--- config.mk ---
export PLATFORM = sky130hd
export DESIGN_NAME = gwsu_ctrl
export DESIGN_NICKNAME = d
export VERILOG_FILES = /design/src/gwsu_pkg.sv /design/src/gwsu_ctrl.sv
export SDC_FILE = /design/constraint.sdc
export NUM_CORES = 1
export LEC_CHECK = 0
export BUFFER_PORTS_ARGS = -buffer_cell sky130_fd_sc_hd__buf_2
export CORE_MARGIN = 10
export CORE_UTILIZATION = 51
export DETAILED_ROUTE_END_ITERATION = 10
export PLACE_DENSITY = 0.87
export REMOVE_ABC_BUFFERS = 1
export SLEW_MARGIN = 20
export SYNTH_ARGS = -nofsm -noshare
export SYNTH_HDL_FRONTEND = slang
export SYNTH_SLANG_ARGS = --single-unit
--- constraint.sdc ---
create_clock -name clk -period 4.5 [get_ports clk]
set_input_delay 0.225 -clock clk [delete_from_list [all_inputs] [get_ports clk]]
set_output_delay 0.225 -clock clk [all_outputs]
set_load 0.005 [all_outputs]
--- src/gwsu_pkg.sv ---
// ----------------------------------------------------------------------------
// gwsu_pkg
// Shared types, constants and helpers of the GIGA-WoLF strategy update unit.
// ----------------------------------------------------------------------------
package gwsu_pkg;

    // Number of actions of the player
    localparam int NUM_ACTIONS = 4;

    localparam int IDX_W  = $clog2(NUM_ACTIONS);
    localparam int CNT_W  = $clog2(NUM_ACTIONS + 1);
    localparam int PASS_W = $clog2(NUM_ACTIONS + 2);
    localparam int VAL_W  = 32;

    localparam int ONE_Q16    = 65536;
    localparam int DRAW_SCALE = 32767;
    localparam int X_BASE     = ONE_Q16 / NUM_ACTIONS;
    localparam int X_EXTRA    = ONE_Q16 - X_BASE * NUM_ACTIONS;

    localparam logic [IDX_W-1:0] IDX_LAST = IDX_W'(NUM_ACTIONS - 1);

    // floor(m/3) = (m * RECIP3) >> 33 for any m below 2^32
    localparam logic [32:0] RECIP3 = 33'h0AAAAAAAB;

    // Request codes
    localparam logic OP_DRAW   = 1'b0;
    localparam logic OP_PAYOFF = 1'b1;

    // Result codes
    localparam logic KIND_ACTION = 1'b0;
    localparam logic KIND_PROB   = 1'b1;

    typedef struct packed {
        logic               operation;
        logic signed [15:0] payoff;
        logic               last_payoff;
        logic [14:0]        random_draw;
    } in_item_t;

    typedef struct packed {
        logic        kind;
        logic [3:0]  action_index;
        logic [15:0] probability;
        logic        last;
    } out_item_t;

    // Operand set of the shared divider
    typedef enum logic [1:0] {
        DIV_ETA,
        DIV_PROJ,
        DIV_DELTA
    } div_sel_t;

    typedef enum logic [4:0] {
        S_IDLE,
        S_DRAW,
        S_EMIT_DRAW,
        S_WAIT_DRAW,
        S_INC,
        S_ETA_GO,
        S_ETA_DIV,
        S_ETA_SQRT,
        S_STEP_MUL,
        S_STEP_ADD,
        S_STEP_Z,
        S_PJ_SUM,
        S_PJ_INIT,
        S_PJ_GO,
        S_PJ_DIV,
        S_PJ_APPLY,
        S_PJ_END,
        S_PJ_CHK,
        S_DIST_A,
        S_DIST_B,
        S_DIST_C,
        S_DELTA_CHK,
        S_DELTA_DIV,
        S_DELTA_SQRT,
        S_FIN_MUL,
        S_FIN_ADD,
        S_EMIT_UPD,
        S_WAIT_UPD
    } state_t;

    // Controller to datapath
    typedef struct packed {
        logic     accept;
        logic     idx_clr;
        logic     idx_inc;
        logic     draw_step;
        logic     inc_round;
        logic     div_start;
        div_sel_t div_sel;
        logic     sqrt_start;
        logic     eta_load;
        logic     step_mul;
        logic     step_add;
        logic     step_z;
        logic     pj_begin_x;
        logic     pj_begin_z;
        logic     pj_sum;
        logic     pj_init;
        logic     pj_div_latch;
        logic     pj_apply;
        logic     pj_pass_end;
        logic     dist_clr;
        logic     dist_a;
        logic     dist_b;
        logic     dist_c;
        logic     delta_one;
        logic     delta_load;
        logic     fin_mul;
        logic     fin_add;
        logic     clear_load;
        logic     out_load;
        logic     out_kind;
    } ctrl_cmd_t;

    // Datapath to controller
    typedef struct packed {
        logic idx_last;
        logic draw_hit;
        logic div_done;
        logic sqrt_done;
        logic pj_stop;
        logic diff_zero;
        logic sel_z;
        logic delta_full;
        logic out_take;
    } dp_stat_t;

    // Clamp a probability into 16 bits
    function automatic logic [15:0] sat16(input logic signed [VAL_W-1:0] p);
        logic [15:0] r;
        if (p < 0)
            r = 16'd0;
        else if (p > VAL_W'(65535))
            r = 16'hFFFF;
        else
            r = p[15:0];
        return r;
    endfunction

endpackage

--- src/gwsu_ctrl.sv ---
// ----------------------------------------------------------------------------
// gwsu_ctrl
// Sequencer: accepts requests and steps the datapath through draw and update.
// ----------------------------------------------------------------------------
module gwsu_ctrl (
    input  logic                clk,
    input  logic                rst_n,
    input  logic                in_valid,
    input  logic                in_op,
    input  logic                in_last,
    input  gwsu_pkg::dp_stat_t  stat,
    output logic                in_ready,
    output gwsu_pkg::ctrl_cmd_t cmd
);

    gwsu_pkg::state_t state_reg, state_next;

    always_ff @(posedge clk or negedge rst_n)
    begin
        if (!rst_n)
            state_reg <= gwsu_pkg::S_IDLE;
        else
            state_reg <= state_next;
    end

    // Next state
    always_comb
    begin
        state_next = state_reg;
        unique case (state_reg)
            gwsu_pkg::S_IDLE:
                if (in_valid)
                begin
                    if (in_op == gwsu_pkg::OP_DRAW)
                        state_next = gwsu_pkg::S_DRAW;
                    else if (in_last)
                        state_next = gwsu_pkg::S_INC;
                end
            gwsu_pkg::S_DRAW:
                if (stat.draw_hit || stat.idx_last)
                    state_next = gwsu_pkg::S_EMIT_DRAW;
            gwsu_pkg::S_EMIT_DRAW:
                state_next = gwsu_pkg::S_WAIT_DRAW;
            gwsu_pkg::S_WAIT_DRAW:
                if (stat.out_take)
                    state_next = gwsu_pkg::S_IDLE;
            gwsu_pkg::S_INC:
                state_next = gwsu_pkg::S_ETA_GO;
            gwsu_pkg::S_ETA_GO:
                state_next = gwsu_pkg::S_ETA_DIV;
            gwsu_pkg::S_ETA_DIV:
                if (stat.div_done)
                    state_next = gwsu_pkg::S_ETA_SQRT;
            gwsu_pkg::S_ETA_SQRT:
                if (stat.sqrt_done)
                    state_next = gwsu_pkg::S_STEP_MUL;
            gwsu_pkg::S_STEP_MUL:
                state_next = gwsu_pkg::S_STEP_ADD;
            gwsu_pkg::S_STEP_ADD:
                state_next = gwsu_pkg::S_STEP_Z;
            gwsu_pkg::S_STEP_Z:
                state_next = stat.idx_last ? gwsu_pkg::S_PJ_SUM : gwsu_pkg::S_STEP_MUL;
            gwsu_pkg::S_PJ_SUM:
                if (stat.idx_last)
                    state_next = gwsu_pkg::S_PJ_INIT;
            gwsu_pkg::S_PJ_INIT:
                state_next = gwsu_pkg::S_PJ_GO;
            gwsu_pkg::S_PJ_GO:
                state_next = gwsu_pkg::S_PJ_DIV;
            gwsu_pkg::S_PJ_DIV:
                if (stat.div_done)
                    state_next = gwsu_pkg::S_PJ_APPLY;
            gwsu_pkg::S_PJ_APPLY:
                if (stat.idx_last)
                    state_next = gwsu_pkg::S_PJ_END;
            gwsu_pkg::S_PJ_END:
                state_next = gwsu_pkg::S_PJ_CHK;
            gwsu_pkg::S_PJ_CHK:
                if (stat.pj_stop || stat.diff_zero)
                    state_next = stat.sel_z ? gwsu_pkg::S_DIST_A : gwsu_pkg::S_PJ_SUM;
                else
                    state_next = gwsu_pkg::S_PJ_GO;
            gwsu_pkg::S_DIST_A:
                state_next = gwsu_pkg::S_DIST_B;
            gwsu_pkg::S_DIST_B:
                state_next = gwsu_pkg::S_DIST_C;
            gwsu_pkg::S_DIST_C:
                state_next = stat.idx_last ? gwsu_pkg::S_DELTA_CHK : gwsu_pkg::S_DIST_A;
            gwsu_pkg::S_DELTA_CHK:
                state_next = stat.delta_full ? gwsu_pkg::S_FIN_MUL : gwsu_pkg::S_DELTA_DIV;
            gwsu_pkg::S_DELTA_DIV:
                if (stat.div_done)
                    state_next = gwsu_pkg::S_DELTA_SQRT;
            gwsu_pkg::S_DELTA_SQRT:
                if (stat.sqrt_done)
                    state_next = gwsu_pkg::S_FIN_MUL;
            gwsu_pkg::S_FIN_MUL:
                state_next = gwsu_pkg::S_FIN_ADD;
            gwsu_pkg::S_FIN_ADD:
                state_next = stat.idx_last ? gwsu_pkg::S_EMIT_UPD : gwsu_pkg::S_FIN_MUL;
            gwsu_pkg::S_EMIT_UPD:
                state_next = gwsu_pkg::S_WAIT_UPD;
            gwsu_pkg::S_WAIT_UPD:
                if (stat.out_take)
                    state_next = stat.idx_last ? gwsu_pkg::S_IDLE : gwsu_pkg::S_EMIT_UPD;
            default:
                state_next = gwsu_pkg::S_IDLE;
        endcase
    end

    // Commands
    always_comb
    begin
        cmd         = '0;
        cmd.div_sel = gwsu_pkg::DIV_ETA;
        in_ready    = 1'b0;
        unique case (state_reg)
            gwsu_pkg::S_IDLE:
            begin
                in_ready    = 1'b1;
                cmd.accept  = in_valid;
                cmd.idx_clr = in_valid;
            end
            gwsu_pkg::S_DRAW:
            begin
                cmd.draw_step = 1'b1;
                cmd.idx_inc   = !(stat.draw_hit || stat.idx_last);
            end
            gwsu_pkg::S_EMIT_DRAW:
            begin
                cmd.out_load = 1'b1;
                cmd.out_kind = gwsu_pkg::KIND_ACTION;
            end
            gwsu_pkg::S_WAIT_DRAW: ;
            gwsu_pkg::S_INC:
                cmd.inc_round = 1'b1;
            gwsu_pkg::S_ETA_GO:
            begin
                cmd.div_start = 1'b1;
                cmd.div_sel   = gwsu_pkg::DIV_ETA;
            end
            gwsu_pkg::S_ETA_DIV:
                cmd.sqrt_start = stat.div_done;
            gwsu_pkg::S_ETA_SQRT:
            begin
                cmd.eta_load = stat.sqrt_done;
                cmd.idx_clr  = stat.sqrt_done;
            end
            gwsu_pkg::S_STEP_MUL:
                cmd.step_mul = 1'b1;
            gwsu_pkg::S_STEP_ADD:
                cmd.step_add = 1'b1;
            gwsu_pkg::S_STEP_Z:
            begin
                cmd.step_z     = 1'b1;
                cmd.idx_inc    = !stat.idx_last;
                cmd.idx_clr    = stat.idx_last;
                cmd.pj_begin_x = stat.idx_last;
            end
            gwsu_pkg::S_PJ_SUM:
            begin
                cmd.pj_sum  = 1'b1;
                cmd.idx_inc = !stat.idx_last;
            end
            gwsu_pkg::S_PJ_INIT:
                cmd.pj_init = 1'b1;
            gwsu_pkg::S_PJ_GO:
            begin
                cmd.div_start = 1'b1;
                cmd.div_sel   = gwsu_pkg::DIV_PROJ;
            end
            gwsu_pkg::S_PJ_DIV:
            begin
                cmd.pj_div_latch = stat.div_done;
                cmd.idx_clr      = stat.div_done;
            end
            gwsu_pkg::S_PJ_APPLY:
            begin
                cmd.pj_apply = 1'b1;
                cmd.idx_inc  = !stat.idx_last;
            end
            gwsu_pkg::S_PJ_END:
                cmd.pj_pass_end = 1'b1;
            gwsu_pkg::S_PJ_CHK:
                if (stat.pj_stop || stat.diff_zero)
                begin
                    cmd.idx_clr    = 1'b1;
                    cmd.pj_begin_z = !stat.sel_z;
                    cmd.dist_clr   = stat.sel_z;
                end
            gwsu_pkg::S_DIST_A:
                cmd.dist_a = 1'b1;
            gwsu_pkg::S_DIST_B:
                cmd.dist_b = 1'b1;
            gwsu_pkg::S_DIST_C:
            begin
                cmd.dist_c  = 1'b1;
                cmd.idx_inc = !stat.idx_last;
                cmd.idx_clr = stat.idx_last;
            end
            gwsu_pkg::S_DELTA_CHK:
            begin
                cmd.delta_one = stat.delta_full;
                cmd.div_start = !stat.delta_full;
                cmd.div_sel   = gwsu_pkg::DIV_DELTA;
            end
            gwsu_pkg::S_DELTA_DIV:
                cmd.sqrt_start = stat.div_done;
            gwsu_pkg::S_DELTA_SQRT:
                cmd.delta_load = stat.sqrt_done;
            gwsu_pkg::S_FIN_MUL:
                cmd.fin_mul = 1'b1;
            gwsu_pkg::S_FIN_ADD:
            begin
                cmd.fin_add    = 1'b1;
                cmd.idx_inc    = !stat.idx_last;
                cmd.idx_clr    = stat.idx_last;
                cmd.clear_load = stat.idx_last;
            end
            gwsu_pkg::S_EMIT_UPD:
            begin
                cmd.out_load = 1'b1;
                cmd.out_kind = gwsu_pkg::KIND_PROB;
            end
            gwsu_pkg::S_WAIT_UPD:
                cmd.idx_inc = stat.out_take && !stat.idx_last;
            default: ;
        endcase
    end

endmodule

### Word level (Yosys, flattened, before mapping)

Cells that the tools add are included.

* equality and inequality tests: 39
* mux-type cells: 51
* reduce and logical (&&, ||, !) cells: 12

Operators by type and width (count)
* 5-bit case mux with 28 select lines: 1
* 5-bit two-way mux: 16
* 5-bit == test (second input constant): 12
* 5-bit by 4-bit == test with 1-bit output (second input constant): 8
* 1-bit two-way mux: 24
* 2-bit != test (second input constant): 11
* 5-bit by 3-bit == test with 1-bit output (second input constant): 4
* 12-bit AND reduction: 1
* 5-bit by 2-bit == test with 1-bit output (second input constant): 2
* 3-bit case mux with 3 select lines: 1
* 2-bit two-way mux: 4
* 5-bit by 1-bit == test with 1-bit output (second input constant): 1
* 5-bit zero test: 1
* 1-bit case mux with 5 select lines: 1
* 5-bit OR reduction: 1
* 1-bit zero test: 4
* 4-bit two-way mux: 1
* 2-bit case mux with 2 select lines: 1
* 3-bit two-way mux: 1
* 3-bit != test (second input constant): 1
* 1-bit case mux with 3 select lines: 1
* 3-bit OR reduction: 1
* 1-bit logical OR: 2
* 2-bit OR reduction: 1
* 1-bit logical AND: 1

* bits in registers: 5
* bits of input ports: 14
* output and inout bits: 32
* logic and storage cells: 103

### Logic depth before layout (Yosys ltp)

* depth after elaboration: 4
* gate-level depth with buffers: 7
* depth with buffers taken out: 5

### Least setup slack after synthesis

OpenSTA, ideal clock, no wires.

* path kind: reg-to-reg
* start point: register state_reg[1]
* end point: register state_reg[0]
* library setup time: 0.125 ns
* data arrival time: 1.526 ns
* path slack: 2.849 ns
* cell stages (with the launch flop): 7
* cells stage by stage: dfrtp_1 or3b_1 buf_2 nor3_2 o21ai_1 nand2_4 mux2_4

* word-level cells in the longest chain between the ends: 3
* elaborated cells between the ends (all ways): 42

RTL lines
* from (decl): RTL line gwsu_ctrl.sv:16 `gwsu_pkg::state_t state_reg, state_next;`
* from (signal assigned): RTL line gwsu_ctrl.sv:21 `state_reg <= gwsu_pkg::S_IDLE;`
* from (signal assigned): RTL line gwsu_ctrl.sv:23 `state_reg <= state_next;`
* 5-bit by 1-bit == test with 1-bit output, or another cell as far along: RTL line gwsu_ctrl.sv:30 `unique case (state_reg)`
* 2-bit != test (no source line) / 3-bit != test (equally long branches)
* 12-bit AND reduction (no source line)

Several ways; a longest one is shown, not always the timed one.
A chain may end at the register's enable or synchronous reset.

==> flow_summary.json <==
{
  "drv_cap": 0,
  "synth_fa_ha_area_frac": 0,
  "htreeDepth": 1,
  "synth_top_area_cell": "dfrtp_1",
  "via_per_inst": 6.10,
  "synth_area_sq_mm": 0.00103,
  "yosysWarnings": 0,
  "synthCells": 155,
  "p_sw_frac": 0.560,
  "wl_per_cell_um": 15.7,
  "io_pins": 46,
  "slew_headroom": 0.364,
  "initial_core_util": 0.528,
  "num_rows": 16,
  "final_cell_count_no_fill": 216,
  "holdBufCountCts": 1,
  "firstDrtPassIters": 4,
  "drt_iter0_drc": 100,
  "die_h_um": 64.9,
  "grt_pass1_vias": 1181,
  "crit_type": "flip-flop to output port",
  "async_flop_share": 1.00,
  "yosys.area_share.simple": 0.462,
  "fin_tns_setup_ps": 0,
  "layout_commonest_cell": "buf_2",
  "rr_worst_depth": 5,
  "synthTopCellsByArea": "dfrtp_1, nor2_1, nor3_1, a21oi_1, buf_2",
  "dieArea_sq_mm": 0.00421,
  "worst_pin_slew_ps": 954,
  "drive_above_1_share": 0.291,
  "synth.avg_cell_area_sq_um": 6.62,
  "dp_hpwl_um": 2560,
  "p_switching_uw": 457,
  "cts_tree": "built",
  "worst-r2r-setup-slack_ps": 2200,
  "clk_pin_slew_worst_paths_ps": 50,
  "hold_viol": 0,
  "vias": 1318,
  "numCtsBuffers": 3,
  "grt_pass1_wl_um": 5520,
  "grt_usage": 0.152,
  "r2r-end": "state_reg[2]$_DFFE_PN0P_",
  "grt_antenna_before_repair": 0,
  "ys.flop_type": "dfrtp_1",
  "path_max_fanout": 33,
  "crit_arrival_ps": 2180,
  "period_minus_slack_ps": 2400,
  "worstHoldPathType": "input port to asynchronous set/reset pin",
  "cellPowerDensity_mw_per_mm2": 661,
  "layout_setup_ws_ps": 2100,
  "route.detailed.drc": 0,
  "antenna_cells": 0,
  "outcome": "completed",
  "ys_seq_area_frac": 0.122,
  "ant_nets": 0,
  "postCtsSetupBuffers": 0,
  "final_cell_mix": "buf_2, nor2_1, nor3_1",
  "r2r-start": "state_reg[0]$_DFFE_PN0P_",
  "place.gp.congestion": 0.940,
  "routed_wl_um": 3390,
  "synth-seq-cells": 5,
  "largest_register_ffs": 5,
  "cts-root-buf": "clkbuf_4",
  "dpl.cell_count": 211,
  "power_frac_comb": 0.677,
  "nFillCells": 201,
  "cts_max_path_buffers": 2,
  "pwr-share-seq": 0.260,
  "port_buffers": 45,
  "fin_crit_sh": 0.534,
  "worst_setup_path_end_kind": "output port",
  "p_leak_nw": 0.570,
  "final_max_slew_viol_count": 0,
  "die_w_um": 64.9,
  "yosysTopAreaCellShare": 0.122,
  "synth_xor_xnor_area_share": 0.0171,
  "setup_violations": 0,
  "cp-start-kind": "flip-flop",
  "max_freq_mhz": 416,
  "synth_mux_area_frac": 0.0293,
  "grt_overflow": 0,
  "peakVddDrop_mv": 0.386,
  "clock_sinks": 5,
  "core_area_sq_mm": 0.00194,
  "synth.distinct_cells": 50,
  "grt_max_degree": 34,
  "pwr-share-clk": 0.063,
  "cp.required_ps": 4280,
  "fin_skew_ps": 5.80,
  "synth_top_family_by_area": "simple AND/OR/NAND/NOR gates",
  "p_int_uw": 359,
  "nNetsFinal": 204,
  "pre_cts_ws_ps": 2230,
  "synth_edf_count": 0,
  "rsz0062_at_grt": "no",
  "synth_compound_area_frac": 0.268,
  "post_cts_resize_count": 0,
  "syn_to_final_growth_pct": 20.5,
  "clk_latency_ps": 240
}
## layout make-up
type / count / area (sq um) / share of cell area
multi-input cells: 129 / 797 / 0.645
repair buffers: 46 / 235 / 0.190
flip-flops and latches: 5 / 125 / 0.101
inverters: 5 / 18.8 / 0.0152
well taps: 27 / 33.8 / 0.0273
clock buffers: 4 / 26.3 / 0.0213
## synthesized netlist by cell type (2+ instances only)
| library cell | number |
|---|---|
| nor2b_1 | 4 |
| a21oi_1 | 12 |
| buf_2 | 11 |
| o211ai_1 | 3 |
| o21ai_1 | 3 |
| nand2b_1 | 6 |
| mux2_4 | 2 |
| nor3b_1 | 2 |
| nand3_1 | 4 |
| a31oi_1 | 2 |
| nand3b_1 | 3 |
| nand2_1 | 9 |
| o21ai_0 | 7 |
| inv_1 | 4 |
| clkbuf_1 | 3 |
| xor2_1 | 2 |
| nor3_1 | 14 |
| dfrtp_1 | 5 |
| and3_1 | 3 |
| nor4_1 | 4 |
| and2_1 | 2 |
| nor2_1 | 22 |
## worst max path at each step
| stage | to | slack [ps] | start | depth (start not counted) |
|---|---|---|---|---|
| final | cmd[29] | 2100 | state_reg[4]$_DFFE_PN0P_ | 5 |
| after global routing | cmd[29] | 1870 | state_reg[4]$_DFFE_PN0P_ | 5 |
| after CTS | cmd[29] | 2120 | state_reg[4]$_DFFE_PN0P_ | 5 |
| after detailed placement | state_reg[2]$_DFFE_PN0P_ | 2230 | state_reg[2]$_DFFE_PN0P_ | 5 |
| after global placement | state_reg[2]$_DFFE_PN0P_ | 2300 | state_reg[1]$_DFFE_PN0P_ | 5 |
| after floorplan | state_reg[0]$_DFFE_PN0P_ | 2540 | state_reg[4]$_DFFE_PN0P_ | 5 |
## per-layer routing
metal | wire, um | global-route usage | up-vias | part of all wire
li1 | - | - | 640 | -
met1 | 1470 | 0.190 | 614 | 0.43
met2 | 1560 | 0.238 | 58 | 0.46
met3 | 329 | 0.0584 | 6 | 0.097
met4 | 36 | 0.0374 | 0 | 0.011
met5 | 0 | 0 | - | 0
## power groups by stage
stage / Clock, mW / Sequential (mW) / Combinational (mW)
global route: 0.0576 / 0.227 / 0.613
global placement: 0 / 0.202 / 0.539
detailed placement: 0 / 0.208 / 0.547
CTS: 0.0530 / 0.208 / 0.551
floorplan: 0 / 0.168 / 0.411
finish: 0.0518 / 0.212 / 0.553
## cell families (layout without fill, tap and decap cells)
group           after synthesis  count (layout)
buf+inv                      21              55
flops                         5               5
xor+xnor                      2               2
mux                           2               2
simple gates                 85              85
compound gates               40              40
## stage by stage
stage | power [mW] | hold slack, ps | area [sq um] | utilization
final | 0.817 | 318 | 1240 | 0.637
after CTS | 0.811 | 317 | 1240 | 0.637
after floorplan | 0.579 | -70.6 | 941 | -
after detailed placement | 0.755 | 41.4 | 1200 | 0.618
after global placement | 0.741 | 40.2 | 1200 | 0.618
after global routing | 0.897 | 325 | 1240 | 0.637
## worst max-delay path: stages, from the launching register on
cell and delay (ps):
dfrtp_1 960, nand3b_2 280, nor3_1 400, nor2_1 90, nand3_1 90, buf_2 110
(Power assumes the default switching activity.)
